[config.mk]
export PLATFORM = sky130hd
export DESIGN_NAME = speech_command_stream_parser_core
export DESIGN_NICKNAME = d
export VERILOG_FILES = /design/src/rtl/scp_pkg.sv /design/src/rtl/speech_command_stream_parser_core.sv /design/src/rtl/scp_parser.sv /design/src/rtl/scp_result_fifo.sv
export SDC_FILE = /design/constraint.sdc
export NUM_CORES = 1
export LEC_CHECK = 0
export CAP_MARGIN = 20
export CORE_ASPECT_RATIO = 0.6
export CORE_MARGIN = 3
export CORE_UTILIZATION = 58
export DETAILED_ROUTE_END_ITERATION = 10
export DONT_BUFFER_PORTS = 1
export PLACE_DENSITY_LB_ADDON = 0.05
export SLEW_MARGIN = 15
export SYNTH_ARGS = -nofsm -noshare
export SYNTH_HDL_FRONTEND = slang
export SYNTH_SLANG_ARGS = --single-unit
[constraint.sdc]
create_clock -name aclk -period 6.4 [get_ports aclk]
set_input_delay 0.32 -clock aclk [delete_from_list [all_inputs] [get_ports aclk]]
set_output_delay 0.32 -clock aclk [all_outputs]
set_load 0.01 [all_outputs]
[src/rtl/scp_pkg.sv]
// ----------------------------------------------------------------------------
// scp_pkg
// Shared types, constants and helper functions for the speech command
// stream parser.
// ----------------------------------------------------------------------------
package scp_pkg;

    // Field widths
    localparam int unsigned DATA_W      = 8;
    localparam int unsigned PARAM_W     = 16;
    localparam int unsigned COUNT_W     = 4;
    localparam int unsigned LEVEL_W     = 4;
    localparam int unsigned SETTING_W   = 8;
    localparam int unsigned SIGN_W      = 2;
    localparam int unsigned KIND_W      = 3;
    localparam int unsigned CFG_INDEX_W = 1;
    localparam int unsigned TDATA_W     = 48;
    localparam int unsigned TUSER_W     = KIND_W;

    // Default digit limit of one command sequence (1..15)
    localparam int unsigned MAX_DIGITS_DEF = 15;

    // Result queue depth, power of two
    localparam int unsigned FIFO_DEPTH = 4;

    // Reset values
    localparam logic [DATA_W-1:0]  STOP_CODE_RST    = 8'd24;
    localparam logic [DATA_W-1:0]  COMMAND_CODE_RST = 8'd1;
    localparam logic [DATA_W-1:0]  LETTER_RST       = 8'd32;
    localparam logic [LEVEL_W-1:0] LEVEL_RST        = 4'd5;

    // Level limits and scaling
    localparam logic [LEVEL_W-1:0] PITCH_TOP   = 4'd10;
    localparam logic [LEVEL_W-1:0] RATE_TOP    = 4'd9;
    localparam int                 PITCH_MID   = 5;
    localparam int                 PITCH_STEP  = 20;
    localparam int                 RATE_STEP   = 22;
    localparam int                 RATE_OFFSET = 100;

    localparam logic [PARAM_W-1:0] PARAM_MAX = 16'hFFFF;

    // Characters
    localparam logic [DATA_W-1:0] CHAR_PLUS  = 8'h2B;
    localparam logic [DATA_W-1:0] CHAR_MINUS = 8'h2D;
    localparam logic [DATA_W-1:0] CHAR_0     = 8'h30;
    localparam logic [DATA_W-1:0] CHAR_9     = 8'h39;
    localparam logic [DATA_W-1:0] CHAR_I     = 8'h69;
    localparam logic [DATA_W-1:0] CHAR_P     = 8'h70;
    localparam logic [DATA_W-1:0] CHAR_S     = 8'h73;

    localparam logic signed [SIGN_W-1:0] SIGN_NONE = 2'sd0;
    localparam logic signed [SIGN_W-1:0] SIGN_UP   = 2'sd1;
    localparam logic signed [SIGN_W-1:0] SIGN_DOWN = -2'sd1;

    typedef enum logic [KIND_W-1:0] {
        TOK_TEXT  = 3'd0,
        TOK_INDEX = 3'd1,
        TOK_SPEAK = 3'd2,
        TOK_STOP  = 3'd3,
        TOK_CMD   = 3'd4
    } token_kind_t;

    typedef enum logic [1:0] {
        MODE_TEXT   = 2'd0,
        MODE_SIGN   = 2'd1,
        MODE_DIGITS = 2'd2
    } parse_mode_t;

    typedef enum logic [CFG_INDEX_W-1:0] {
        CFG_STOP_CODE    = 1'b0,
        CFG_COMMAND_CODE = 1'b1
    } cfg_index_t;

    typedef struct packed {
        token_kind_t                    kind;
        logic [DATA_W-1:0]              text;
        logic [DATA_W-1:0]              letter;
        logic [PARAM_W-1:0]             param;
        logic signed [SIGN_W-1:0]       sign;
        logic signed [SETTING_W-1:0]    setting;
        logic                           last;
    } result_t;

    // Up to two results caused by one word
    typedef struct packed {
        logic [1:0] count;
        result_t    first;
        result_t    second;
    } emit_t;

    function automatic result_t mk_result(
        input token_kind_t                 kind,
        input logic [DATA_W-1:0]           text,
        input logic [DATA_W-1:0]           letter,
        input logic [PARAM_W-1:0]          param,
        input logic signed [SIGN_W-1:0]    sign,
        input logic signed [SETTING_W-1:0] setting
    );
        result_t r;
        r.kind    = kind;
        r.text    = text;
        r.letter  = letter;
        r.param   = param;
        r.sign    = sign;
        r.setting = setting;
        r.last    = 1'b0;
        return r;
    endfunction

    // accum * 10 + digit, saturating
    function automatic logic [PARAM_W-1:0] add_digit(
        input logic [PARAM_W-1:0] accum,
        input logic [DATA_W-1:0]  digit
    );
        logic [PARAM_W+3:0] v;
        v = {1'b0, accum, 3'b000} + {3'b000, accum, 1'b0}
            + {{PARAM_W{1'b0}}, digit[3:0]};
        return (v > {4'b0000, PARAM_MAX}) ? PARAM_MAX : v[PARAM_W-1:0];
    endfunction

    function automatic logic [LEVEL_W-1:0] new_level(
        input logic [LEVEL_W-1:0]       level,
        input logic [PARAM_W-1:0]       param,
        input logic signed [SIGN_W-1:0] sign,
        input logic [LEVEL_W-1:0]       top
    );
        logic [PARAM_W:0]    sum;
        logic [LEVEL_W-1:0]  res;
        sum = {{(PARAM_W+1-LEVEL_W){1'b0}}, level} + {1'b0, param};
        if (sign != SIGN_NONE && param != '0) begin
            if (sign[SIGN_W-1]) begin
                if ({{(PARAM_W-LEVEL_W){1'b0}}, level} < param) begin
                    res = '0;
                end else begin
                    res = level - param[LEVEL_W-1:0];
                end
            end else begin
                res = (sum > {{(PARAM_W+1-LEVEL_W){1'b0}}, top}) ? top
                                                                 : sum[LEVEL_W-1:0];
            end
        end else begin
            res = (param > {{(PARAM_W-LEVEL_W){1'b0}}, top}) ? top
                                                              : param[LEVEL_W-1:0];
        end
        return res;
    endfunction

    function automatic logic signed [SETTING_W-1:0] pitch_setting(
        input logic [LEVEL_W-1:0] level
    );
        int v;
        v = (int'(level) - PITCH_MID) * PITCH_STEP;
        return v[SETTING_W-1:0];
    endfunction

    function automatic logic signed [SETTING_W-1:0] rate_setting(
        input logic [LEVEL_W-1:0] level
    );
        int v;
        v = int'(level) * RATE_STEP - RATE_OFFSET;
        return v[SETTING_W-1:0];
    endfunction

endpackage

[src/rtl/speech_command_stream_parser_core.sv]
// ----------------------------------------------------------------------------
// speech_command_stream_parser_core
// Byte stream parser for a speech synthesizer link: text, stop, index mark,
// speak and command tokens.
// ----------------------------------------------------------------------------
// Takes one byte word per cycle on the s_ stream while s_tready is high and
// returns token words on the m_ stream. A byte is decoded in the cycle it is
// accepted, against the parse state, and its one or two tokens land in a
// four-entry result queue, registered, and reach m_ behind any tokens still
// queued. With a ready consumer the block sustains one byte per cycle for
// bytes that give at most one token. For a byte that gives two tokens (speak
// before a command, or a chunk-end flush after a text byte or index mark)
// the m_ port draining one token per cycle sets the rate: s_tready drops
// whenever the queue has fewer than two free entries. Bytes that give no
// token (command byte, sign, digits) are absorbed at one per cycle while
// s_tready is high. The stop and command codes are written through the cfg_
// port, index 0 and 1, and take effect for the next byte; write them only
// while the stream is idle. s_tlast marks the last byte of a read chunk and
// flushes pending text; m_tlast marks the last token of a byte.
// ----------------------------------------------------------------------------
module speech_command_stream_parser_core #(
    parameter int unsigned MAX_DIGITS = scp_pkg::MAX_DIGITS_DEF
) (
    input  logic                              aclk,
    input  logic                              aresetn,

    // byte stream in
    input  logic                              s_tvalid,
    output logic                              s_tready,
    input  logic [scp_pkg::DATA_W-1:0]        s_tdata,   // [7:0] data_byte
    input  logic                              s_tlast,   // chunk_end

    // token stream out
    output logic                              m_tvalid,
    input  logic                              m_tready,
    // [7:0] text_byte, [15:8] command_letter, [31:16] command_param,
    // [33:32] param_sign, [41:34] setting_value, [47:42] zero
    output logic [scp_pkg::TDATA_W-1:0]       m_tdata,
    output logic [scp_pkg::TUSER_W-1:0]       m_tuser,   // [2:0] token_kind
    output logic                              m_tlast,   // last_of_run

    // register writes
    input  logic                              cfg_valid,
    output logic                              cfg_ready,
    input  logic [scp_pkg::CFG_INDEX_W-1:0]   cfg_index,
    input  logic [scp_pkg::DATA_W-1:0]        cfg_data
);
    import scp_pkg::*;

    logic [DATA_W-1:0] stop_code_reg;
    logic [DATA_W-1:0] command_code_reg;

    logic              s_accept;
    logic              m_accept;
    logic              has_room;
    logic              not_empty;
    emit_t             emit;
    result_t           head;

    assign s_tready = has_room;
    assign s_accept = s_tvalid && s_tready;
    assign m_accept = m_tvalid && m_tready;

    // Writes are always taken
    assign cfg_ready = 1'b1;

    always_ff @(posedge aclk) begin
        if (!aresetn) begin
            stop_code_reg    <= STOP_CODE_RST;
            command_code_reg <= COMMAND_CODE_RST;
        end else if (cfg_valid && cfg_ready) begin
            case (cfg_index_t'(cfg_index))
                CFG_STOP_CODE:    stop_code_reg    <= cfg_data;
                CFG_COMMAND_CODE: command_code_reg <= cfg_data;
                default: begin
                end
            endcase
        end
    end

    // Decode of the accepted byte against the parse state
    scp_parser #(
        .MAX_DIGITS (MAX_DIGITS)
    ) u_parser (
        .aclk         (aclk),
        .aresetn      (aresetn),
        .accept       (s_accept),
        .data_byte    (s_tdata),
        .chunk_end    (s_tlast),
        .stop_code    (stop_code_reg),
        .command_code (command_code_reg),
        .emit         (emit)
    );

    // Result queue: decouples m_tready from s_tready
    scp_result_fifo u_result_fifo (
        .aclk      (aclk),
        .aresetn   (aresetn),
        .push      (s_accept),
        .push_data (emit),
        .pop       (m_accept),
        .head      (head),
        .not_empty (not_empty),
        .has_room  (has_room)
    );

    assign m_tvalid = not_empty;
    assign m_tdata  = {{(TDATA_W - SETTING_W - SIGN_W - PARAM_W - 2*DATA_W){1'b0}},
                       head.setting, head.sign, head.param, head.letter, head.text};
    assign m_tuser  = head.kind;
    assign m_tlast  = head.last;

endmodule

[src/rtl/scp_parser.sv]
// ----------------------------------------------------------------------------
// scp_parser
// Parse state and one-word decode: updates the state on an accepted word
// and forms the up to two result words it causes.
// ----------------------------------------------------------------------------
module scp_parser #(
    parameter int unsigned MAX_DIGITS = scp_pkg::MAX_DIGITS_DEF
) (
    input  logic                          aclk,
    input  logic                          aresetn,
    input  logic                          accept,
    input  logic [scp_pkg::DATA_W-1:0]    data_byte,
    input  logic                          chunk_end,
    input  logic [scp_pkg::DATA_W-1:0]    stop_code,
    input  logic [scp_pkg::DATA_W-1:0]    command_code,
    output scp_pkg::emit_t                emit
);
    import scp_pkg::*;

    parse_mode_t                 mode_reg,        mode_next;
    logic signed [SIGN_W-1:0]    sign_reg,        sign_next;
    logic [COUNT_W-1:0]          count_reg,       count_next;
    logic [PARAM_W-1:0]          accum_reg,       accum_next;
    logic [DATA_W-1:0]           last_letter_reg, last_letter_next;
    logic [PARAM_W-1:0]          last_param_reg,  last_param_next;
    logic                        pending_reg,     pending_next;
    logic [LEVEL_W-1:0]          rate_reg,        rate_next;
    logic [LEVEL_W-1:0]          pitch_reg,       pitch_next;

    logic                        is_digit;
    logic                        digit_ok;
    logic [PARAM_W-1:0]          acc_added;
    logic [PARAM_W-1:0]          fin_param;
    logic [DATA_W-1:0]           fin_letter;
    logic [LEVEL_W-1:0]          pitch_new;
    logic [LEVEL_W-1:0]          rate_new;
    logic                        do_finish;
    logic                        pend_mid;
    logic signed [SETTING_W-1:0] setting;
    result_t                     cmd_res;
    result_t                     res_a;
    result_t                     res_b;
    logic [1:0]                  res_cnt;

    assign is_digit  = data_byte inside {[CHAR_0:CHAR_9]};
    assign digit_ok  = is_digit && (count_reg < COUNT_W'(MAX_DIGITS));
    assign acc_added = add_digit(accum_reg, data_byte);

    // No digits: repeat the previous command and parameter
    assign fin_param  = (count_reg != '0) ? accum_reg : last_param_reg;
    assign fin_letter = (count_reg != '0) ? data_byte : last_letter_reg;
    assign pitch_new  = new_level(pitch_reg, fin_param, sign_reg, PITCH_TOP);
    assign rate_new   = new_level(rate_reg, fin_param, sign_reg, RATE_TOP);

    always_comb begin
        mode_next        = mode_reg;
        sign_next        = sign_reg;
        count_next       = count_reg;
        accum_next       = accum_reg;
        last_letter_next = last_letter_reg;
        last_param_next  = last_param_reg;
        rate_next        = rate_reg;
        pitch_next       = pitch_reg;
        pend_mid         = pending_reg;
        do_finish        = 1'b0;
        setting          = '0;
        cmd_res          = result_t'('0);
        res_a            = result_t'('0);
        res_b            = result_t'('0);
        res_cnt          = 2'd0;

        case (mode_reg)
            MODE_SIGN: begin
                if (data_byte == CHAR_PLUS) begin
                    sign_next = SIGN_UP;
                    mode_next = MODE_DIGITS;
                end else if (data_byte == CHAR_MINUS) begin
                    sign_next = SIGN_DOWN;
                    mode_next = MODE_DIGITS;
                end else if (is_digit) begin
                    mode_next  = MODE_DIGITS;
                    accum_next = acc_added;
                    count_next = count_reg + 1'b1;
                end else begin
                    do_finish = 1'b1;
                end
            end
            MODE_DIGITS: begin
                if (digit_ok) begin
                    accum_next = acc_added;
                    count_next = count_reg + 1'b1;
                end else begin
                    do_finish = 1'b1;
                end
            end
            default: begin
                // text mode; stop wins when both codes match
                if (data_byte == stop_code) begin
                    pend_mid = 1'b0;
                    res_a    = mk_result(TOK_STOP, '0, '0, '0, SIGN_NONE, '0);
                    res_cnt  = 2'd1;
                end else if (data_byte == command_code) begin
                    mode_next  = MODE_SIGN;
                    sign_next  = SIGN_NONE;
                    count_next = '0;
                    accum_next = '0;
                end else begin
                    pend_mid = 1'b1;
                    res_a    = mk_result(TOK_TEXT, data_byte, '0, '0, SIGN_NONE, '0);
                    res_cnt  = 2'd1;
                end
            end
        endcase

        if (do_finish) begin
            if (count_reg != '0) begin
                last_param_next  = accum_reg;
                last_letter_next = data_byte;
            end
            if (fin_letter == CHAR_I) begin
                res_a   = mk_result(TOK_INDEX, '0, '0, fin_param, sign_reg, '0);
                res_cnt = 2'd1;
            end else begin
                if (fin_letter == CHAR_P) begin
                    pitch_next = pitch_new;
                    setting    = pitch_setting(pitch_new);
                end else if (fin_letter == CHAR_S) begin
                    rate_next = rate_new;
                    setting   = rate_setting(rate_new);
                end
                cmd_res = mk_result(TOK_CMD, '0, fin_letter, fin_param, sign_reg, setting);
                if (pend_mid) begin
                    res_a    = mk_result(TOK_SPEAK, '0, '0, '0, SIGN_NONE, '0);
                    res_b    = cmd_res;
                    res_cnt  = 2'd2;
                    pend_mid = 1'b0;
                end else begin
                    res_a   = cmd_res;
                    res_cnt = 2'd1;
                end
            end
            mode_next  = MODE_TEXT;
            sign_next  = SIGN_NONE;
            count_next = '0;
            accum_next = '0;
        end

        // chunk end flushes pending text; sequence state is kept
        if (chunk_end && pend_mid) begin
            if (res_cnt == 2'd0) begin
                res_a   = mk_result(TOK_SPEAK, '0, '0, '0, SIGN_NONE, '0);
                res_cnt = 2'd1;
            end else begin
                res_b   = mk_result(TOK_SPEAK, '0, '0, '0, SIGN_NONE, '0);
                res_cnt = 2'd2;
            end
            pend_mid = 1'b0;
        end
        pending_next = pend_mid;

        if (res_cnt == 2'd1) begin
            res_a.last = 1'b1;
        end
        if (res_cnt == 2'd2) begin
            res_b.last = 1'b1;
        end
    end

    assign emit.count  = res_cnt;
    assign emit.first  = res_a;
    assign emit.second = res_b;

    always_ff @(posedge aclk) begin
        if (!aresetn) begin
            mode_reg        <= MODE_TEXT;
            sign_reg        <= SIGN_NONE;
            count_reg       <= '0;
            accum_reg       <= '0;
            last_letter_reg <= LETTER_RST;
            last_param_reg  <= '0;
            pending_reg     <= 1'b0;
            rate_reg        <= LEVEL_RST;
            pitch_reg       <= LEVEL_RST;
        end else if (accept) begin
            mode_reg        <= mode_next;
            sign_reg        <= sign_next;
            count_reg       <= count_next;
            accum_reg       <= accum_next;
            last_letter_reg <= last_letter_next;
            last_param_reg  <= last_param_next;
            pending_reg     <= pending_next;
            rate_reg        <= rate_next;
            pitch_reg       <= pitch_next;
        end
    end

    ast_finish_clears: assert property (@(posedge aclk) disable iff (!aresetn)
        accept && do_finish |=> mode_reg == MODE_TEXT && count_reg == '0)
        else $error("sequence state not cleared after command letter");

    ast_levels_in_range: assert property (@(posedge aclk) disable iff (!aresetn)
        pitch_reg <= PITCH_TOP && rate_reg <= RATE_TOP)
        else $error("pitch or rate level out of range");

    ast_chunk_flush: assert property (@(posedge aclk) disable iff (!aresetn)
        accept && chunk_end |=> !pending_reg)
        else $error("text still pending after chunk end");

    ast_digit_limit: assert property (@(posedge aclk) disable iff (!aresetn)
        count_reg <= COUNT_W'(MAX_DIGITS))
        else $error("digit count beyond limit");

endmodule

[src/rtl/scp_result_fifo.sv]
// ----------------------------------------------------------------------------
// scp_result_fifo
// Small result queue: takes up to two result words per cycle, hands out one.
// ----------------------------------------------------------------------------
module scp_result_fifo (
    input  logic              aclk,
    input  logic              aresetn,
    input  logic              push,
    input  scp_pkg::emit_t    push_data,
    input  logic              pop,
    output scp_pkg::result_t  head,
    output logic              not_empty,
    output logic              has_room
);
    import scp_pkg::*;

    localparam int unsigned PTR_W = $clog2(FIFO_DEPTH);
    localparam int unsigned CNT_W = PTR_W + 1;

    result_t            mem_reg [FIFO_DEPTH];
    logic [PTR_W-1:0]   wr_ptr_reg, wr_ptr_next;
    logic [PTR_W-1:0]   rd_ptr_reg, rd_ptr_next;
    logic [CNT_W-1:0]   count_reg,  count_next;
    logic [1:0]         push_n;
    logic [PTR_W-1:0]   wr_ptr_plus1;

    assign push_n       = push ? push_data.count : 2'd0;
    assign wr_ptr_plus1 = wr_ptr_reg + 1'b1;
    assign wr_ptr_next  = wr_ptr_reg + PTR_W'(push_n);
    assign rd_ptr_next  = rd_ptr_reg + PTR_W'(pop);
    assign count_next   = count_reg + CNT_W'(push_n) - CNT_W'(pop);

    assign head      = mem_reg[rd_ptr_reg];
    assign not_empty = (count_reg != '0);
    assign has_room  = (count_reg <= CNT_W'(FIFO_DEPTH - 2));

    always_ff @(posedge aclk) begin
        if (!aresetn) begin
            wr_ptr_reg <= '0;
            rd_ptr_reg <= '0;
            count_reg  <= '0;
        end else begin
            wr_ptr_reg <= wr_ptr_next;
            rd_ptr_reg <= rd_ptr_next;
            count_reg  <= count_next;
        end
    end

    always_ff @(posedge aclk) begin
        if (push_n != 2'd0) begin
            mem_reg[wr_ptr_reg] <= push_data.first;
        end
        if (push_n == 2'd2) begin
            mem_reg[wr_ptr_plus1] <= push_data.second;
        end
    end

    ast_no_overflow: assert property (@(posedge aclk) disable iff (!aresetn)
        count_reg <= CNT_W'(FIFO_DEPTH))
        else $error("result queue overflow");

endmodule
==> results.cfg, run 1 <==
[min_path]
worstHoldPathType = input pin to flip-flop
worstHoldStart = s_tdata[1]
hold_depth = 2
worstHoldEndpoint = u_parser.accum_reg[1]

[yosys]
synth_edf_count = 144
synth_cells = 1379
synth_top_cell_by_area = edfxtp_1
ys_top_cells_by_count = nor2_1 (209), edfxtp_1 (144), dfxtp_1 (116), nand2_1 (107), ha_1 (74)
synth_area_leaders = edfxtp_1 (30%), dfxtp_1 (16%), mux4_2 (7.0%)
syn_area_um2 = 14500
synth_warnings = 0
synthArstFlopShare_pct = 0
ys_ff_latch = 260
ys_types = 86
synth_most_common_cell = nor2_1
synth_top_cell_area_share_pct = 29.8
postSynthAreaPerCell_um2 = 10.5
ys.flop_type = edfxtp_1
ys_seq_area_share_pct = 45.8

[worst_setup_path]
crit_family = simple AND/OR/NAND/NOR gates
crit_arrival_ns = 6.69
critPathRequiredTime_ns = 6.67
crit_buf_inv = 7
reg2reg_from = u_parser.count_reg[0]
cpPeakStageDelay_ns = 0.53
critPathCaptureType = flip-flop
reg2reg_setup_slack_ns = -0.02
start_kind = flip-flop
slowest_stage = or4_1
crit_type = flip-flop to flip-flop
reg2reg_depth = 30
cp_max_fo = 5
timing.rr.end = u_result_fifo.mem_reg[0][8]

[clocking]
clk_path_buf_depth = 3
cts_htree_levels = 1
cts_tree = yes
clk_latency_ns = 0.55
numCtsBuffers = 25
path_clk_slew_ns = 0.06
clock_tree.root_cell = clkbuf_16
clock-sinks = 260

[power_and_ir_drop]
power_uw = 4520
power_density_nw_per_um2 = 271
peakVddDrop_uv = 219
leakage_uw = 0.00651

[grt]
grt_pass1_wl_mm = 59.9
grt_pass1_vias = 10400
antenna_found_initial = 0
overflow = 0
grt_max_degree = 49
track_usage_pct = 28.1

[timing]
slew_headroom_pct = 30.8
finalHoldViolations = 0
slew_violations = 0
worst_slack_ns = -0.0153
setup-violations-final = 1
worst_pin_slew_ns = 1.04
min_period_ns = 6.42
hold_ws_ns = 0.0388
grt_setup_unrepaired = yes
fin_crit_sh_pct = 100
finClkSkew_ns = 0.0140
fmax_mhz = 156

[die]
die-area_um2 = 27000
fp.dieH_um = 129
die_w_um = 210
fp-row-count = 44
pin_count = 78
core_area_um2 = 24400
start_util_pct = 59.5

[cells_and_area]
diodes = 0
final_nets = 1558
largest_reg_flops = 180
synthToLayoutAreaGrowth_pct = 14.9
drive_above_1_share_pct = 17.4
fillCellCount = 1848

[detailed_routing]
drtIter0Drc = 1019
wire_per_inst_um = 21.3
wl_mm = 38.1
route.detailed.drc = 0
vias = 11000
ant_nets = 0
viasPerCell = 6.17
firstDrtPassIters = 5

[place]
port_buffers = 0
globalplace.congestion = 0.967
hpwl_mm = 26.3
pre_cts_slack_ns = -0.164

[run_status]
violations = negative setup slack
status = finished with violations

[job]
max-cap-violations = 0
-- worst register-to-register path: cells and delay by family, from the launching register on --
kind,cells,cell delay [ns]
AOI/OAI and AO/OA,7,1.24
xor gates and xnor gates,2,0.39
adders and majority gates,5,1.39
buffers and inverters,7,0.84
DFF,1,0.32
muxes,1,0.21
and+or+nand+nor,8,1.75
-- how the worst max path moves through the flow --
| stage | start | endpoint | slack [ns] | cells after the start |
|---|---|---|---|---|
| after global routing | u_parser.count_reg[0] | u_result_fifo.mem_reg[0][8] | -0.30 | 30 |
| after global placement | u_parser.count_reg[0] | u_result_fifo.mem_reg[0][8] | 0.02 | 29 |
| after floorplan | u_parser.count_reg[0] | u_result_fifo.mem_reg[0][8] | 0.01 | 32 |
| final | u_parser.count_reg[0] | u_result_fifo.mem_reg[0][8] | -0.02 | 30 |
| after CTS | u_parser.count_reg[0] | u_result_fifo.mem_reg[0][8] | 0.01 | 31 |
| after detailed placement | u_parser.count_reg[0] | u_result_fifo.mem_reg[0][8] | -0.16 | 31 |
-- what timing repair did --
action,4_1_cts,5_1_grt
gates resized for setup,11,31
endpoints found under the setup margin,4,8
pin swaps,7,27
endpoints found under the hold margin,66,0
buffers inserted,2,13
hold buffers,24,0
-- per-layer routing --
layer / global-route usage [%] / vias up / routed length (um) / part of all wire, %
met1: 45.6 / 5402 / 18700 / 49
li1: - / 5175 / - / -
met4: 3.68 / 0 / 463 / 1.2
met2: 38.6 / 431 / 15400 / 41
met3: 6.99 / 40 / 3500 / 9.2
met5: 0 / - / 0 / 0
-- metrics by stage --
step	std cells	cell area, um2	util [%]	TNS (ns)
floorplan	1385	14600	-	0
global placement	1708	15300	62.6	0
detailed placement	1708	15300	62.6	-0.556
CTS	1777	16400	67.2	0
global route	1790	16700	68.4	-1.15
finish	1790	16700	68.4	-0.0153
-- where the power goes --
| group | total [uW] | switching (uW) | leakage, uW | internal, uW |
|---|---|---|---|---|
| logic | 811 | 438 | 0.00379 | 373 |
| clock network | 1510 | 653 | 0.000388 | 857 |
| registers | 2200 | 172 | 0.00233 | 2030 |
-- layout make-up --
class	instances	area [um2]	area share [%]
tap	322	403	2.42
clock inverter	13	170	1.02
timing repair buffer	122	1000	6.02
sequential	260	6650	39.9
inverter	54	203	1.22
multi-input combinational	989	7590	45.5
clock buffer	30	654	3.92
-- layout by cell type, fill, tap and decap left out, types with 10 or more instances in the layout --
master,n
a21oi_1,34
nand2b_1,10
buf_4,94
mux2i_1,39
dlygate4sd3_1,23
dfxtp_1,113
xor2_1,24
nor4_1,11
nor2_1,208
a221o_1,16
nand3_1,40
a211oi_1,12
nor3_1,20
o211a_1,16
o21ai_0,48
clkbuf_16,25
edfxtp_1,144
nand2_1,107
or3_1,11
o211ai_1,10
nor2b_1,14
mux4_2,45
nand4_1,13
ha_1,65
xnor2_1,25
and2_1,27
inv_1,46
-- kinds of logic (layout without fill, tap and decap cells) --
family | after synthesis | count (layout) | synth area share [%]
AOI/OAI and AO/OA | 240 | 240 | 11.6
and+or+nand+nor | 510 | 510 | 17.0
muxes | 96 | 96 | 10.7
buffers and inverters | 136 | 219 | 4.10
DFF | 260 | 260 | 45.8
adders and majority gates | 83 | 83 | 7.62
xor gates and xnor gates | 52 | 52 | 3.14
other | 2 | 8 | 0.0517
(Power assumes the default switching activity.)
==> run 2, diff against run 1 <==
- CORE_ASPECT_RATIO: 0.6 -> not set
- CTS_CLUSTER_DIAMETER: not set -> 150
==> results.cfg, run 2 (synthesized netlist as in run 1, its figures left out) <==
[power_and_ir_drop]
p_sw_share_pct = 27.2
power_density_nw_per_um2 = 278
power_uw = 4610
leakage_uw = 0.00643
seqPwrFrac_pct = 47.5
p_sw_uw = 1250
pwr-share-comb_pct = 17.1
peakVddDrop_uv = 385
clkPwrFrac_pct = 35.3
p_int_uw = 3360

[die]
fp-row-count = 57
die-area_um2 = 27000
start_util_pct = 59.3
core_area_um2 = 24500
pin_count = 78
fp.dieH_um = 164
die_w_um = 164

[timing]
slew_headroom_pct = 30.1
fmax_mhz = 160
slew_violations = 0
grt_setup_unrepaired = yes
worst_pin_slew_ns = 1.05
finClkSkew_ns = 0.0218
setup-violations-final = 0
finalHoldViolations = 0
fin_crit_sh_pct = 97.9
min_period_ns = 6.26

[cells_and_area]
diodes = 0
fillCellCount = 1846
synthToLayoutAreaGrowth_pct = 14.2
multiInputGateArea_um2 = 7630
drive_above_1_share_pct = 16.5
mostFrequentLayoutCells = nor2_1 (208), edfxtp_1 (144), dfxtp_1 (112)
seq_area_um2 = 6650
largest_reg_flops = 180
final_nets = 1527
finalInstanceArea_um2 = 16600
layout_commonest_cell = nor2_1

[worst_setup_path]
reg2reg_from = u_parser.count_reg[0]
cp_max_fo = 4
start_kind = flip-flop
slowest_stage = fa_2
cpPeakStageDelay_ns = 0.34
critPathRequiredTime_ns = 6.67
critPathCaptureType = flip-flop
startpoint = u_parser.count_reg[0]
crit_arrival_ns = 6.54
path_common_cell = nor3_2
crit_type = flip-flop to flip-flop

[detailed_routing]
viasPerCell = 6.08
wl_mm = 35.8
ant_nets = 0
drtIter0Drc = 781
firstDrtPassIters = 7
vias = 10700
wire_per_inst_um = 20.3
route.detailed.drc = 0

[clocking]
cts_tree = yes
clk_latency_ns = 0.55
path_clk_slew_ns = 0.06
clock_tree.root_cell = clkbuf_16
numCtsBuffers = 28
cts_htree_levels = 1
clock-sinks = 260
clk_path_buf_depth = 3

[grt]
antenna_found_initial = 0
track_usage_pct = 26.4
overflow = 0
grt_max_degree = 49
grt_pass1_vias = 10400
grt_pass1_wl_mm = 56.5

[min_path]
worstHoldPathType = input pin to flip-flop
worstHoldStart = s_tlast

[run_status]
status = finished, final reports clean

[place]
port_buffers = 0
hpwl_mm = 23.6
placed_area_um2 = 15100
globalplace.congestion = 0.927

[job]
max-cap-violations = 0
[run 2: cell count changes in the layout (fill, tap and decap cells not counted), moves of 2 or more]
| cell | change |
|---|---|
| clkinvlp_4 | -3 |
| clkbuf_16 | +3 |
| a21oi_2 | -2 |
| clkinv_1 | +2 |
| clkinv_2 | +5 |
| dlygate4sd3_1 | -4 |
| ha_1 | -2 |
| clkbuf_8 | +2 |
| buf_4 | -29 |
[run 2: final timing paths]
| kind | endpoint | slack [ns] | cells past startpoint |
|---|---|---|---|
| worst max-delay path | u_result_fifo.mem_reg[0][8] | 0.14 | 30 |
| worst min-delay path | u_parser.pending_reg | 0.02 | 3 |
| worst max register to register | u_result_fifo.mem_reg[0][8] | 0.14 | 30 |
| worst min register to register | u_result_fifo.mem_reg[3][39] | 0.46 | 2 |
[run 2: per-layer routing]
metal,part of all wire (%),track usage [%],routed length (um),up-vias
met5,0,0,0,-
met4,1.5,5.42,549,0
met3,7.3,4.26,2620,45
met2,48,42.8,17000,387
met1,44,37.6,15600,5197
li1,-,-,-,5108
[run 2: what timing repair did]
item / in CTS / in global routing
setup endpoints to repair: 4 / 4
setup buffers: 3 / 5
hold buffers: 20 / 0
gates cloned: 0 / 0
gates resized for setup: 12 / 37
hold endpoints to repair: 66 / 0
pin swaps: 10 / 14
[run 2: layout make-up]
type,instances,share of cell area (%)
well taps,324,2.45
flip-flops and latches,260,40.2
repair buffers,88,4.47
clock inverters,18,1.10
multi-input cells,989,46.1
clock buffers,34,4.55
inverters,54,1.22
[run 2: worst max-delay path, delay by kind of cell, from the launching register on]
kind	cells	cell delay, ns
flip-flops	1	0.32
adder cells (fa/ha/maj)	5	1.08
AO/OA/AOI/OAI	8	1.63
buffers and inverters	4	0.49
AND/OR/NAND/NOR	10	1.93
XOR/XNOR	2	0.31
multiplexers	1	0.22
[run 2: through the flow]
stage          util [%]  hold slack (ns)  TNS [ns]  cells  worst slack, ns
6_report           67.7           0.0229         0   1767            0.136
5_1_grt            67.7           0.0446    -0.822   1767           -0.228
4_1_cts            66.7          0.00209         0   1762         0.000433
3_5_place_dp       61.7            0.399    -0.675   1687           -0.184
3_3_place_gp       61.7            0.392    -0.116   1687          -0.0476
2_1_floorplan         -            0.420         0   1385           0.0113
[run 2: power groups by stage]
| stage | Combinational [uW] | Clock [uW] | Sequential (uW) |
|---|---|---|---|
| finish | 790 | 1630 | 2190 |
| global placement | 768 | 0 | 2220 |
| floorplan | 710 | 0 | 2120 |
| detailed placement | 783 | 0 | 2230 |
| global route | 870 | 1720 | 2230 |
| CTS | 802 | 1650 | 2200 |
==> run 3, diff against run 2 <==
- CORE_ASPECT_RATIO: not set -> 1.4
==> results.cfg, run 3 (synthesized netlist as in run 1, its figures left out) <==
[run_status]
status = finished, final reports clean

[die]
die_w_um = 140
start_util_pct = 59.7
die-area_um2 = 27000
fp-row-count = 67
fp.dieH_um = 193
pin_count = 78
core_area_um2 = 24300

[clocking]
path_clk_slew_ns = 0.07
clk_path_buf_depth = 3
clock_tree.root_cell = clkbuf_16
cts_htree_levels = 1
cts_tree = yes
numCtsBuffers = 25
clock-sinks = 260
clk_latency_ns = 0.54

[timing]
grt_setup_unrepaired = yes
worst_pin_slew_ns = 1.01
slew_violations = 0
fmax_mhz = 160
tns_ns = 0
finClkSkew_ns = 0.0135
fin_crit_sh_pct = 97.4
slew_headroom_pct = 33.0
setup-violations-final = 0
worst_slack_ns = 0.167
finalHoldViolations = 0
min_period_ns = 6.23

[place]
pre_cts_slack_ns = -0.133
globalplace.congestion = 0.918
port_buffers = 0
hpwl_mm = 23.9
placed_cells = 1676

[job]
max-cap-violations = 0

[worst_setup_path]
cpPeakStageDelay_ns = 0.39
crit_arrival_ns = 6.50
path_common_cell = ha_4
crit_type = flip-flop to flip-flop
cp_max_fo = 4
critPathCaptureType = flip-flop
critPathRequiredTime_ns = 6.66
start_kind = flip-flop
slowest_stage = fa_2

[cells_and_area]
drive_above_1_share_pct = 15.9
seq_area_um2 = 6650
fin_cells = 1754
diodes = 0
layout_commonest_cell = nor2_1
utilization_pct = 67.4
synthToLayoutAreaGrowth_pct = 12.9
mostFrequentLayoutCells = nor2_1 (208), edfxtp_1 (144), dfxtp_1 (113)
fillCellCount = 1892
final_nets = 1531
largest_reg_flops = 180
multiInputGateArea_um2 = 7590

[detailed_routing]
route.detailed.drc = 0
ant_nets = 0
wire_per_inst_um = 20.3
vias = 10700
viasPerCell = 6.10
wl_mm = 35.6
firstDrtPassIters = 5
drtIter0Drc = 754

[power_and_ir_drop]
leakage_uw = 0.00633
power_density_nw_per_um2 = 269
peakVddDrop_uv = 258

[min_path]
worstHoldPathType = input pin to flip-flop

[grt]
antenna_found_initial = 0
grt_pass1_wl_mm = 56.1
grt_max_degree = 49
grt_pass1_vias = 10700
overflow = 0
track_usage_pct = 25.8
run 3: cell types whose count changed in the layout (fill, tap and decap cells not counted), sizes merged:
| cell | before | now |
|---|---|---|
| clkbuf | 34 | 36 |
| bufinv | 3 | 1 |
| clkinv | 13 | 5 |
| inv | 55 | 56 |
| buf | 69 | 75 |
| dlygate4sd3 | 19 | 20 |
| clkinvlp | 1 | 2 |
run 3: worst max-delay path: cells and delay by family (launching register included):
kind / cells / cell delay, ns
AO/OA/AOI/OAI: 7 / 1.48
AND/OR/NAND/NOR: 9 / 1.43
adder cells (fa/ha/maj): 6 / 1.52
buffers and inverters: 5 / 0.46
multiplexers: 1 / 0.18
flip-flops: 1 / 0.34
XOR/XNOR: 3 / 0.56
run 3: timing repair:
item / CTS / global route
setup buffers: 2 / 9
gates resized for setup: 2 / 42
endpoints found under the setup margin: 4 / 4
endpoints found under the hold margin: 66 / 0
pin swaps: 1 / 30
hold buffers: 21 / 0
run 3: per-stage QoR:
stage	instance area [um2]	total power [uW]	hold slack, ns
2_1_floorplan	14600	2840	0.420
3_3_place_gp	15100	3000	0.390
3_5_place_dp	15100	3020	0.396
4_1_cts	16100	4440	0.00372
5_1_grt	16400	4600	0.0479
6_report	16400	4410	0.0223
run 3: worst paths after layout:
path                                                    from                            to  slack [ns]  cells past startpoint
worst max-delay path                   u_parser.count_reg[1]   u_result_fifo.mem_reg[0][8]        0.17                     31
worst min-delay path                                 s_tlast          u_parser.pending_reg        0.02                      3
worst max register to register         u_parser.count_reg[1]   u_result_fifo.mem_reg[0][8]        0.17                     31
worst min register to register  u_result_fifo.mem_reg[3][39]  u_result_fifo.mem_reg[3][39]        0.45                      2
run 3: power breakdown:
| part | internal (uW) | leakage, uW | switching, uW |
|---|---|---|---|
| sequential | 2030 | 0.00233 | 162 |
| combinational | 369 | 0.00363 | 428 |
| clock | 781 | 0.000366 | 636 |
run 3: final cells by class:
type	instances	area share, %
multi-input cells	989	46.3
flip-flops and latches	260	40.6
repair buffers	95	4.83
clock buffers	36	4.13
well taps	310	2.37
inverters	54	1.24
clock inverters	10	0.542
run 3: layer usage:
| layer | global-route usage [%] | wire length, um | vias up |
|---|---|---|---|
| met2 | 47.4 | 18400 | 350 |
| met3 | 3.50 | 1880 | 68 |
| met4 | 7.68 | 940 | 0 |
| li1 | - | - | 5109 |
| met5 | 0 | 0 | - |
| met1 | 31.9 | 14400 | 5177 |
